--- src/rtl/core/adaptive_survey_track_stepper_top_assert.svh ---
// assertion macros shared by the survey stepper
`ifndef ADAPTIVE_SURVEY_TRACK_STEPPER_TOP_ASSERT_SVH
`define ADAPTIVE_SURVEY_TRACK_STEPPER_TOP_ASSERT_SVH

// consequent must hold in the same cycle as the antecedent
`define ASTS_ASSERT_SAME(lbl, ante, cons, msg) \
	lbl: assert property (@(posedge clk) disable iff (!arst_n) (ante) |-> (cons)) \
		else $error(msg);

// consequent must hold in the cycle after the antecedent
`define ASTS_ASSERT_NEXT(lbl, ante, cons, msg) \
	lbl: assert property (@(posedge clk) disable iff (!arst_n) (ante) |=> (cons)) \
		else $error(msg);

`endif

--- src/rtl/core/asts_pkg.sv ---
package asts_pkg;

	localparam int INDEX_BITS  = 10;
	localparam int SAMPLE_BITS = 16;
	localparam int SUM_BITS    = SAMPLE_BITS + 16;
	localparam int COUNT_BITS  = 16;
	localparam int PREV_BITS   = INDEX_BITS + 1;
	localparam int CFG_IDX_BITS = 3;
	localparam int CFG_DATA_BITS = 16;
	localparam int DIV_CNT_BITS = $clog2(SUM_BITS);

	localparam logic [INDEX_BITS-1:0] IDX_MAX   = {INDEX_BITS{1'b1}};
	localparam logic [PREV_BITS-1:0]  PREV_NONE = {PREV_BITS{1'b1}};
	localparam logic [COUNT_BITS-1:0] COUNT_MAX = {COUNT_BITS{1'b1}};

	typedef enum logic [2:0] {
		MODE_START    = 3'd0,
		MODE_SAMPLE   = 3'd1,
		MODE_LEG_OK   = 3'd2,
		MODE_LEG_FAIL = 3'd3,
		MODE_PREEMPT  = 3'd4
	} mode_t;

	typedef enum logic [1:0] {
		PH_IDLE    = 2'd0,
		PH_RUN     = 2'd1,
		PH_DONE    = 2'd2,
		PH_PREEMPT = 2'd3
	} phase_t;

	typedef enum logic [CFG_IDX_BITS-1:0] {
		CFG_QUIET_THRESHOLD = 3'd0,
		CFG_MIN_SECTIONS    = 3'd1,
		CFG_TREND_WINDOW    = 3'd2,
		CFG_START_TRACK     = 3'd3,
		CFG_START_SECTION   = 3'd4
	} cfg_reg_t;

	typedef enum logic {
		SEQ_IDLE = 1'b0,
		SEQ_DIV  = 1'b1
	} seq_state_t;

	// divider status back to the sequencer
	typedef struct packed {
		logic busy;
		logic done;
	} div_sts_t;

endpackage

--- src/rtl/core/asts_in_if.sv ---
interface asts_in_if;
	import asts_pkg::*;

	logic                   valid;
	logic                   ready;
	logic [2:0]             mode;
	logic [SAMPLE_BITS-1:0] sample_value;

	modport source (output valid, output mode, output sample_value, input ready);
	modport sink (input valid, input mode, input sample_value, output ready);

endinterface

--- src/rtl/core/asts_out_if.sv ---
interface asts_out_if;
	import asts_pkg::*;

	logic                   valid;
	logic                   ready;
	logic [INDEX_BITS-1:0]  track_index;
	logic [INDEX_BITS-1:0]  section_index;
	logic [1:0]             run_status;
	logic                   send_waypoint;
	logic [SAMPLE_BITS-1:0] last_section_average;

	modport source (output valid, output track_index, output section_index,
		output run_status, output send_waypoint, output last_section_average,
		input ready);
	modport sink (input valid, input track_index, input section_index,
		input run_status, input send_waypoint, input last_section_average,
		output ready);

endinterface

--- src/rtl/core/asts_div.sv ---
module asts_div (
	input  logic                            clk,
	input  logic                            arst_n,
	input  logic                            start,
	input  logic [asts_pkg::SUM_BITS-1:0]   dividend,
	input  logic [asts_pkg::COUNT_BITS-1:0] divisor,
	output logic [asts_pkg::SUM_BITS-1:0]   quotient,
	output asts_pkg::div_sts_t              sts
);
	import asts_pkg::*;

	logic [COUNT_BITS:0]     rem_q;
	logic [SUM_BITS-1:0]     quo_q;
	logic [COUNT_BITS-1:0]   dsr_q;
	logic [DIV_CNT_BITS-1:0] cnt_q;
	logic                    busy_q;
	logic                    done_q;

	logic [COUNT_BITS:0]     rem_sh;
	logic                    fits;

	// one restoring step: shift in next dividend bit, trial subtract
	always_comb begin
		rem_sh = {rem_q[COUNT_BITS-1:0], quo_q[SUM_BITS-1]};
		fits   = rem_sh >= {1'b0, dsr_q};
	end

	// control
	always_ff @(posedge clk or negedge arst_n) begin
		if (!arst_n) begin
			busy_q <= 1'b0;
			done_q <= 1'b0;
			cnt_q  <= '0;
		end else begin
			done_q <= 1'b0;
			if (start) begin
				busy_q <= 1'b1;
				cnt_q  <= '0;
			end else if (busy_q) begin
				cnt_q <= cnt_q + 1'b1;
				if (cnt_q == DIV_CNT_BITS'(SUM_BITS - 1)) begin
					busy_q <= 1'b0;
					done_q <= 1'b1;
				end
			end
		end
	end

	// datapath, quotient bits shift in where dividend bits leave
	always_ff @(posedge clk) begin
		if (start) begin
			rem_q <= '0;
			quo_q <= dividend;
			dsr_q <= divisor;
		end else if (busy_q) begin
			rem_q <= fits ? (rem_sh - {1'b0, dsr_q}) : rem_sh;
			quo_q <= {quo_q[SUM_BITS-2:0], fits};
		end
	end

	assign quotient  = quo_q;
	assign sts.busy  = busy_q;
	assign sts.done  = done_q;

endmodule

--- src/rtl/core/adaptive_survey_track_stepper_top.sv ---
// result word: registered, in the cycle after the accepted word; when a leg success
//   closes a sample window, the 32-step serial divider is loaded, steps and is applied first
// throughput: one word per cycle when no window closes and rsp.ready does not stall the
//   result register; no new word is accepted while the single shared restoring divider runs
// reset: arst_n asynchronous active low, registers at their reset values, phase idle
module adaptive_survey_track_stepper_top (
	input  logic                               clk,
	input  logic                               arst_n,
	input  logic                               cfg_we,
	input  logic [asts_pkg::CFG_IDX_BITS-1:0]  cfg_index,
	input  logic [asts_pkg::CFG_DATA_BITS-1:0] cfg_data,
	asts_in_if.sink                            req,
	asts_out_if.source                         rsp
);
	import asts_pkg::*;

	`include "adaptive_survey_track_stepper_top_assert.svh"

	// configuration registers
	logic [SAMPLE_BITS-1:0] quiet_threshold_q;
	logic [INDEX_BITS-1:0]  min_sections_q;
	logic [INDEX_BITS-1:0]  trend_window_q;
	logic [INDEX_BITS-1:0]  start_track_q;
	logic [INDEX_BITS-1:0]  start_section_q;

	// survey state
	logic [INDEX_BITS-1:0]  track_q, n_track;
	logic [INDEX_BITS-1:0]  section_q, n_section;
	logic [PREV_BITS-1:0]   prev_q, n_prev;
	logic [SUM_BITS-1:0]    sum_q, n_sum;
	logic [COUNT_BITS-1:0]  count_q, n_count;
	logic                   over_q, n_over;
	logic [INDEX_BITS-1:0]  quiet_q, n_quiet;
	logic [INDEX_BITS-1:0]  falling_q, n_falling;
	logic                   have_avg_q, n_have_avg;
	logic [SAMPLE_BITS-1:0] prior_avg_q, n_prior_avg;
	logic                   all_quiet_q, n_all_quiet;
	logic [INDEX_BITS-1:0]  done_cnt_q, n_done_cnt;
	phase_t                 phase_q, n_phase;

	// sequencer and output register
	seq_state_t             seq_q, seq_d;
	logic                   out_valid_q;
	logic                   send_q, n_send;

	logic                   acc;
	logic                   div_go;
	logic                   fin;
	logic                   close_c;
	logic                   leg_c;
	logic                   turn;
	logic [SAMPLE_BITS-1:0] avg;
	logic [SUM_BITS-1:0]    quotient;
	div_sts_t               div_sts;

	assign req.ready = (seq_q == SEQ_IDLE) && (!out_valid_q || rsp.ready);
	assign acc       = req.valid && req.ready;
	assign div_go    = acc && (req.mode == MODE_LEG_OK) && (phase_q == PH_RUN) &&
		(prev_q == {1'b0, track_q});
	assign fin       = (seq_q == SEQ_DIV) && div_sts.done;

	asts_div u_div (
		.clk      (clk),
		.arst_n   (arst_n),
		.start    (div_go),
		.dividend (sum_q),
		.divisor  (count_q),
		.quotient (quotient),
		.sts      (div_sts)
	);

	// configuration writes
	always_ff @(posedge clk or negedge arst_n) begin
		if (!arst_n) begin
			quiet_threshold_q <= SAMPLE_BITS'(32768);
			min_sections_q    <= INDEX_BITS'(2);
			trend_window_q    <= INDEX_BITS'(3);
			start_track_q     <= '0;
			start_section_q   <= '0;
		end else if (cfg_we) begin
			case (cfg_index)
				CFG_QUIET_THRESHOLD: quiet_threshold_q <= cfg_data[SAMPLE_BITS-1:0];
				CFG_MIN_SECTIONS:    min_sections_q    <= cfg_data[INDEX_BITS-1:0];
				CFG_TREND_WINDOW:    trend_window_q    <= cfg_data[INDEX_BITS-1:0];
				CFG_START_TRACK:     start_track_q     <= cfg_data[INDEX_BITS-1:0];
				CFG_START_SECTION:   start_section_q   <= cfg_data[INDEX_BITS-1:0];
				default: ;
			endcase
		end
	end

	// sequencer state register
	always_ff @(posedge clk or negedge arst_n) begin
		if (!arst_n) begin
			seq_q <= SEQ_IDLE;
		end else begin
			seq_q <= seq_d;
		end
	end

	// sequencer next state
	always_comb begin
		seq_d = seq_q;
		case (seq_q)
			SEQ_IDLE: if (div_go) seq_d = SEQ_DIV;
			SEQ_DIV:  if (div_sts.done) seq_d = SEQ_IDLE;
			default:  seq_d = SEQ_IDLE;
		endcase
	end

	// next survey state: mode handling, then window close, then leg step
	always_comb begin
		n_track     = track_q;
		n_section   = section_q;
		n_prev      = prev_q;
		n_sum       = sum_q;
		n_count     = count_q;
		n_over      = over_q;
		n_quiet     = quiet_q;
		n_falling   = falling_q;
		n_have_avg  = have_avg_q;
		n_prior_avg = prior_avg_q;
		n_all_quiet = all_quiet_q;
		n_done_cnt  = done_cnt_q;
		n_phase     = phase_q;
		n_send      = 1'b0;
		close_c     = 1'b0;
		leg_c       = 1'b0;
		turn        = 1'b0;
		avg         = (count_q == '0) ? '0 : quotient[SAMPLE_BITS-1:0];

		if (fin) begin
			close_c = 1'b1;
			leg_c   = 1'b1;
		end else if (acc && !div_go) begin
			case (req.mode)
				MODE_START: begin
					n_track     = start_track_q;
					n_section   = start_section_q;
					n_prev      = {1'b0, start_track_q} - PREV_BITS'(1);
					n_sum       = '0;
					n_count     = '0;
					n_over      = 1'b0;
					n_prior_avg = '0;
					n_quiet     = '0;
					n_falling   = '0;
					n_have_avg  = 1'b0;
					n_all_quiet = 1'b1;
					n_done_cnt  = '0;
					n_phase     = PH_RUN;
					n_send      = 1'b1;
				end
				MODE_SAMPLE: begin
					if (phase_q == PH_RUN) begin
						if (req.sample_value >= quiet_threshold_q) n_over = 1'b1;
						if (count_q != COUNT_MAX) begin
							n_sum   = sum_q + SUM_BITS'(req.sample_value);
							n_count = count_q + 1'b1;
						end
					end
				end
				MODE_LEG_OK: begin
					if (phase_q == PH_RUN) leg_c = 1'b1;
				end
				MODE_LEG_FAIL: begin
					if (phase_q == PH_RUN) n_send = 1'b1;
				end
				MODE_PREEMPT: begin
					if (phase_q == PH_RUN) begin
						n_all_quiet = 1'b0;
						n_phase     = PH_PREEMPT;
					end
				end
				default: ;
			endcase
		end

		// close the sample window
		if (close_c) begin
			if (have_avg_q && (prior_avg_q >= avg)) begin
				n_falling = (falling_q == IDX_MAX) ? IDX_MAX : falling_q + 1'b1;
			end else begin
				n_falling = '0;
			end
			n_have_avg  = 1'b1;
			n_prior_avg = avg;
			if (over_q) begin
				n_all_quiet = 1'b0;
				n_quiet     = '0;
			end else begin
				n_quiet = (quiet_q == IDX_MAX) ? IDX_MAX : quiet_q + 1'b1;
			end
			n_sum   = '0;
			n_count = '0;
			n_over  = 1'b0;
		end

		// step along the track or turn to the next one
		if (leg_c) begin
			n_prev = {1'b0, track_q};
			turn = (n_done_cnt >= min_sections_q) && (n_quiet >= trend_window_q) &&
				((trend_window_q == '0) || (n_falling >= trend_window_q - 1'b1));
			if (turn || (track_q[0] && (section_q == '0))) begin
				n_track = (track_q == IDX_MAX) ? IDX_MAX : track_q + 1'b1;
				if (n_all_quiet) begin
					n_phase = PH_DONE;
				end else begin
					n_quiet     = '0;
					n_falling   = '0;
					n_have_avg  = 1'b0;
					n_all_quiet = 1'b1;
					n_done_cnt  = '0;
				end
			end else begin
				if (!track_q[0]) begin
					n_section = (section_q == IDX_MAX) ? IDX_MAX : section_q + 1'b1;
				end else if (section_q != '0) begin
					n_section = section_q - 1'b1;
				end
				n_done_cnt = (n_done_cnt == IDX_MAX) ? IDX_MAX : n_done_cnt + 1'b1;
			end
			n_send = (n_phase == PH_RUN);
		end
	end

	// survey state registers
	always_ff @(posedge clk or negedge arst_n) begin
		if (!arst_n) begin
			track_q     <= '0;
			section_q   <= '0;
			prev_q      <= PREV_NONE;
			sum_q       <= '0;
			count_q     <= '0;
			over_q      <= 1'b0;
			quiet_q     <= '0;
			falling_q   <= '0;
			have_avg_q  <= 1'b0;
			prior_avg_q <= '0;
			all_quiet_q <= 1'b1;
			done_cnt_q  <= '0;
			phase_q     <= PH_IDLE;
		end else if (fin || (acc && !div_go)) begin
			track_q     <= n_track;
			section_q   <= n_section;
			prev_q      <= n_prev;
			sum_q       <= n_sum;
			count_q     <= n_count;
			over_q      <= n_over;
			quiet_q     <= n_quiet;
			falling_q   <= n_falling;
			have_avg_q  <= n_have_avg;
			prior_avg_q <= n_prior_avg;
			all_quiet_q <= n_all_quiet;
			done_cnt_q  <= n_done_cnt;
			phase_q     <= n_phase;
		end
	end

	// result word register
	always_ff @(posedge clk or negedge arst_n) begin
		if (!arst_n) begin
			out_valid_q <= 1'b0;
			send_q      <= 1'b0;
		end else begin
			if (fin || (acc && !div_go)) begin
				out_valid_q <= 1'b1;
				send_q      <= n_send;
			end else if (rsp.ready) begin
				out_valid_q <= 1'b0;
			end
		end
	end

	assign rsp.valid                = out_valid_q;
	assign rsp.track_index          = track_q;
	assign rsp.section_index        = section_q;
	assign rsp.run_status           = phase_q;
	assign rsp.send_waypoint        = send_q;
	assign rsp.last_section_average = prior_avg_q;

	// checks
	`ASTS_ASSERT_SAME(a_no_accept_in_div, seq_q == SEQ_DIV, !req.ready, "accept while dividing")
	`ASTS_ASSERT_SAME(a_done_in_div, div_sts.done, seq_q == SEQ_DIV, "divider done outside div")
	`ASTS_ASSERT_NEXT(a_div_starts, div_go, (seq_q == SEQ_DIV) && div_sts.busy, "divider not started")
	`ASTS_ASSERT_SAME(a_no_result_in_div, seq_q == SEQ_DIV, !out_valid_q, "result pending in div")
	`ASTS_ASSERT_SAME(a_send_when_run, rsp.valid && rsp.send_waypoint, phase_q == PH_RUN,
		"waypoint outside running phase")

endmodule
--- src/flat_wrapper.sv ---
// flat-port wrapper written by rule: the top's interface ports become plain ports
module adaptive_survey_track_stepper_top_flat import asts_pkg::*;
  (clk, arst_n, cfg_we, cfg_index, cfg_data, req_valid, req_mode, req_sample_value, req_ready, rsp_valid, rsp_track_index, rsp_section_index, rsp_run_status, rsp_send_waypoint, rsp_last_section_average, rsp_ready);
  asts_in_if req_i ();
  asts_out_if rsp_i ();
  input  logic clk;
  input  logic arst_n;
  input  logic cfg_we;
  input  logic [asts_pkg::CFG_IDX_BITS-1:0] cfg_index;
  input  logic [asts_pkg::CFG_DATA_BITS-1:0] cfg_data;
  input wire logic [$bits(req_i.valid)-1:0] req_valid;
  input wire logic [$bits(req_i.mode)-1:0] req_mode;
  input wire logic [$bits(req_i.sample_value)-1:0] req_sample_value;
  output wire logic [$bits(req_i.ready)-1:0] req_ready;
  output wire logic [$bits(rsp_i.valid)-1:0] rsp_valid;
  output wire logic [$bits(rsp_i.track_index)-1:0] rsp_track_index;
  output wire logic [$bits(rsp_i.section_index)-1:0] rsp_section_index;
  output wire logic [$bits(rsp_i.run_status)-1:0] rsp_run_status;
  output wire logic [$bits(rsp_i.send_waypoint)-1:0] rsp_send_waypoint;
  output wire logic [$bits(rsp_i.last_section_average)-1:0] rsp_last_section_average;
  input wire logic [$bits(rsp_i.ready)-1:0] rsp_ready;
  assign req_i.valid = req_valid;
  assign req_i.mode = req_mode;
  assign req_i.sample_value = req_sample_value;
  assign req_ready = req_i.ready;
  assign rsp_valid = rsp_i.valid;
  assign rsp_track_index = rsp_i.track_index;
  assign rsp_section_index = rsp_i.section_index;
  assign rsp_run_status = rsp_i.run_status;
  assign rsp_send_waypoint = rsp_i.send_waypoint;
  assign rsp_last_section_average = rsp_i.last_section_average;
  assign rsp_i.ready = rsp_ready;
  adaptive_survey_track_stepper_top u_core (.clk(clk), .arst_n(arst_n), .cfg_we(cfg_we), .cfg_index(cfg_index), .cfg_data(cfg_data), .req(req_i), .rsp(rsp_i));
endmodule
--- config.mk ---
export PLATFORM = sky130hd
export DESIGN_NAME = adaptive_survey_track_stepper_top_flat
export DESIGN_NICKNAME = d
export VERILOG_FILES = /design/src/rtl/core/asts_pkg.sv /design/src/rtl/core/asts_in_if.sv /design/src/rtl/core/asts_out_if.sv /design/src/rtl/core/asts_div.sv /design/src/rtl/core/adaptive_survey_track_stepper_top.sv /design/src/flat_wrapper.sv
export VERILOG_INCLUDE_DIRS = /design/src /design/src/rtl/core
export SDC_FILE = /design/constraint.sdc
export NUM_CORES = 1
export LEC_CHECK = 0
export BUFFER_PORTS_ARGS = -buffer_cell sky130_fd_sc_hd__buf_2
export CAP_MARGIN = 5
export CORE_MARGIN = 4
export CORE_UTILIZATION = 35
export CTS_CLUSTER_DIAMETER = 150
export DETAILED_ROUTE_END_ITERATION = 7
export PLACE_DENSITY = 0.49
export SKIP_CTS_REPAIR_TIMING = 1
export SLEW_MARGIN = 40
export SYNTH_ARGS = -nofsm -noshare
export SYNTH_HDL_FRONTEND = slang
export SYNTH_HIERARCHICAL = 1
export SYNTH_SLANG_ARGS = --single-unit
--- constraint.sdc ---
create_clock -name clk -period 6.7 [get_ports clk]
set_input_delay 0.67 -clock clk [delete_from_list [all_inputs] [get_ports clk]]
set_output_delay 0.67 -clock clk [all_outputs]
set_load 0.03 [all_outputs]
==> results.py <==
metrics = {
    "status": {
        "status": "finished clean",
    },
    "cells_and_area": {
        "utilization": 0.402,
        "layout.nets": 1878,
        "area_growth_pct": 13.1,
        "antenna_cells": 0,
        "drive_above_1_share": 0.154,
        "final_cell_mix": "193 x nand2_1, 180 x dfrtp_1, 129 x nor2_1",
        "nFillCells": 4473,
        "instances_no_fill": 2344,
        "final_common_cell": "nand2_1",
    },
    "sta": {
        "finalCritPeriodShare": 0.852,
        "hold_violations": 0,
        "fmax_mhz": 175,
        "tightest_slew_ns": 0.850,
        "maxSlewViolCount": 0,
        "fin_tns_setup_ns": 0,
        "setup_slack_ns": 0.993,
        "final-setup-viol-count": 0,
        "rsz0062_at_grt": "false",
        "layout_min_cycle_time_ns": 5.71,
        "max_slew_margin": 0.432,
        "worst_clock_skew_ns": 0.0209,
    },
    "synthesis": {
        "netlist_instances": 1660,
        "yosys_warnings": 6,
        "syn-cell-area_um2": 15700,
        "avgSynthCellArea_um2": 9.48,
        "syn-num-nets": 1811,
    },
    "floorplan": {
        "die_x_um": 220,
        "die_y_um": 220,
        "dieArea_um2": 48400,
        "io_pins": 84,
        "row_count": 77,
        "start_util": 0.355,
        "core_um2": 44300,
    },
    "worst_setup_path": {
        "crit_chain": "inv_1 > ha_1 > nor3b_1 > nand4_1 > and2_1 > ha_1 > nand2b_1 > a21o_1 > a21oi_1 > nor2_1 > o21ai_0 > a211oi_1 > buf_4 > o22ai_1 > nand2_1 > ha_1 > a211oi_1 > o21ai_0 > a41oi_1 > o2111ai_2 > a31oi_4 > and2_1 > a41oi_1 > nor4_1",
        "required_ns": 7.18,
        "r2r_end": "u_core/done_cnt_q[8]$_DFFE_PN0N_",
        "r2r-start": "u_core/count_q[0]$_DFFE_PN0P_",
        "end_kind": "flip-flop",
        "r2r.worst_path.cells": 24,
        "reg2reg_setup_slack_ns": 0.99,
        "cp_slowest_cell": "a31oi_4",
        "crit_type": "reg -> reg",
        "worstPathArrival_ns": 6.19,
        "critPathMaxFanout": 18,
        "crit_path_start_kind": "flip-flop",
        "cpMostUsedCell": "ha_1",
        "cpPeakStageDelay_ns": 0.54,
    },
    "grt": {
        "antenna_found_initial": 2,
        "overflow": 0,
        "grt_pass1_wl_um": 69500,
        "track_usage": 0.179,
        "grt_pass1_vias": 12400,
        "grt_max_degree": 74,
    },
    "clocking": {
        "cts-root-buf": "clkbuf_16",
        "numCtsBuffers": 31,
        "h-tree-depth": 1,
        "clk_latency_ns": 0.59,
        "cts.clk_slew.worst_paths_ns": 0.06,
        "cts_max_path_buffers": 3,
        "numClockSinks": 260,
        "tritoncts": "yes",
    },
    "power": {
        "ir_drop_uv": 213,
        "p_per_area_nw_per_um2": 284,
        "leakagePower_nw": 7.88,
        "p_total_mw": 5.05,
    },
    "routing": {
        "wl_um": 43100,
        "wl_per_cell_um": 18.4,
        "vias": 12600,
        "postRouteAntennaNets": 0,
        "drtPass1Iterations": 5,
        "vias_per_cell": 5.38,
        "drcViolationCount": 0,
        "drt_iter0_drc": 814,
    },
    "placement": {
        "dp_hpwl_um": 31000,
        "gp_congestion": 0.836,
        "portBuffers": 83,
        "post-place-ws_ns": 1.06,
        "dp.cells": 2286,
    },
    "job": {
        "maxCapViolations": 0,
    },
    "min_path": {
        "min_path_type": "in -> async",
    },
}
-- cell type report --
type | count | area (um2) | share of cell area
Timing Repair Buffer | 105 | 613 | 0.0344
Sequential cell | 260 | 6690 | 0.376
Clock inverter | 9 | 109 | 0.00612
Tap cell | 592 | 741 | 0.0416
Inverter | 87 | 327 | 0.0183
Clock buffer | 49 | 913 | 0.0513
Multi-Input combinational cell | 1242 | 8410 | 0.473
-- how the worst max path moves through the flow --
stage,start,to,slack [ns]
3_3_place_gp,u_core/count_q[0]$_DFFE_PN0P_,u_core/done_cnt_q[8]$_DFFE_PN0N_,1.15
4_1_cts,u_core/count_q[0]$_DFFE_PN0P_,u_core/done_cnt_q[8]$_DFFE_PN0N_,0.99
5_1_grt,u_core/count_q[7]$_DFFE_PN0P_,u_core/done_cnt_q[4]$_DFFE_PN0N_,0.44
2_1_floorplan,u_core/count_q[0]$_DFFE_PN0P_,u_core/done_cnt_q[5]$_DFFE_PN0N_,1.99
6_report,u_core/count_q[0]$_DFFE_PN0P_,u_core/done_cnt_q[8]$_DFFE_PN0N_,0.99
3_5_place_dp,u_core/count_q[0]$_DFFE_PN0P_,u_core/done_cnt_q[8]$_DFFE_PN0N_,1.06
-- per-stage QoR --
step	cell area, um2	hold WS (ns)
after floorplan	15700	0.374
after global placement	16700	0.470
after detailed placement	16800	0.471
after CTS	17800	0.139
after global routing	17800	0.163
final	17800	0.122
-- layer usage --
| metal | up-vias | track usage | wire [um] |
|---|---|---|---|
| li1 | 6125 | - | - |
| met1 | 6147 | 0.256 | 20700 |
| met2 | 275 | 0.281 | 19200 |
| met3 | 67 | 0.0294 | 2040 |
| met4 | 0 | 0.0477 | 1100 |
| met5 | - | 0 | 0 |
-- critical path, delay by kind of cell (launching register included) --
| family | cells | cell delay, ns |
|---|---|---|
| buffers and inverters | 2 | 0.31 |
| and+or+nand+nor | 8 | 1.80 |
| adders and majority gates | 3 | 0.72 |
| AOI/OAI and AO/OA | 11 | 2.37 |
| DFF | 1 | 0.40 |
-- flip-flops by register name, summed over array words and instances, names as in the netlist, 2 cells and up --
register,count
u_core/falling_q,10
u_core/start_track_q,10
u_core/trend_window_q,10
u_core/sum_q,32
u_core/count_q,16
u_core/start_section_q,10
u_core/rsp.track_index,10
u_core/quiet_threshold_q,16
u_core/rsp.section_index,10
u_core/u_div/cnt_q,5
u_core/u_div/dsr_q,16
u_core/quiet_q,10
u_core/u_div/rem_q,16
u_core/done_cnt_q,10
u_core/rsp.run_status,2
u_core/u_div/quotient,32
u_core/prev_q,11
u_core/rsp.last_section_average,16
u_core/min_sections_q,10
-- power breakdown --
group / switching [mW] / internal [mW]
logic: 0.756 / 0.514
registers: 0.253 / 1.83
clock network: 0.688 / 1.01
(Power assumes the default switching activity.)
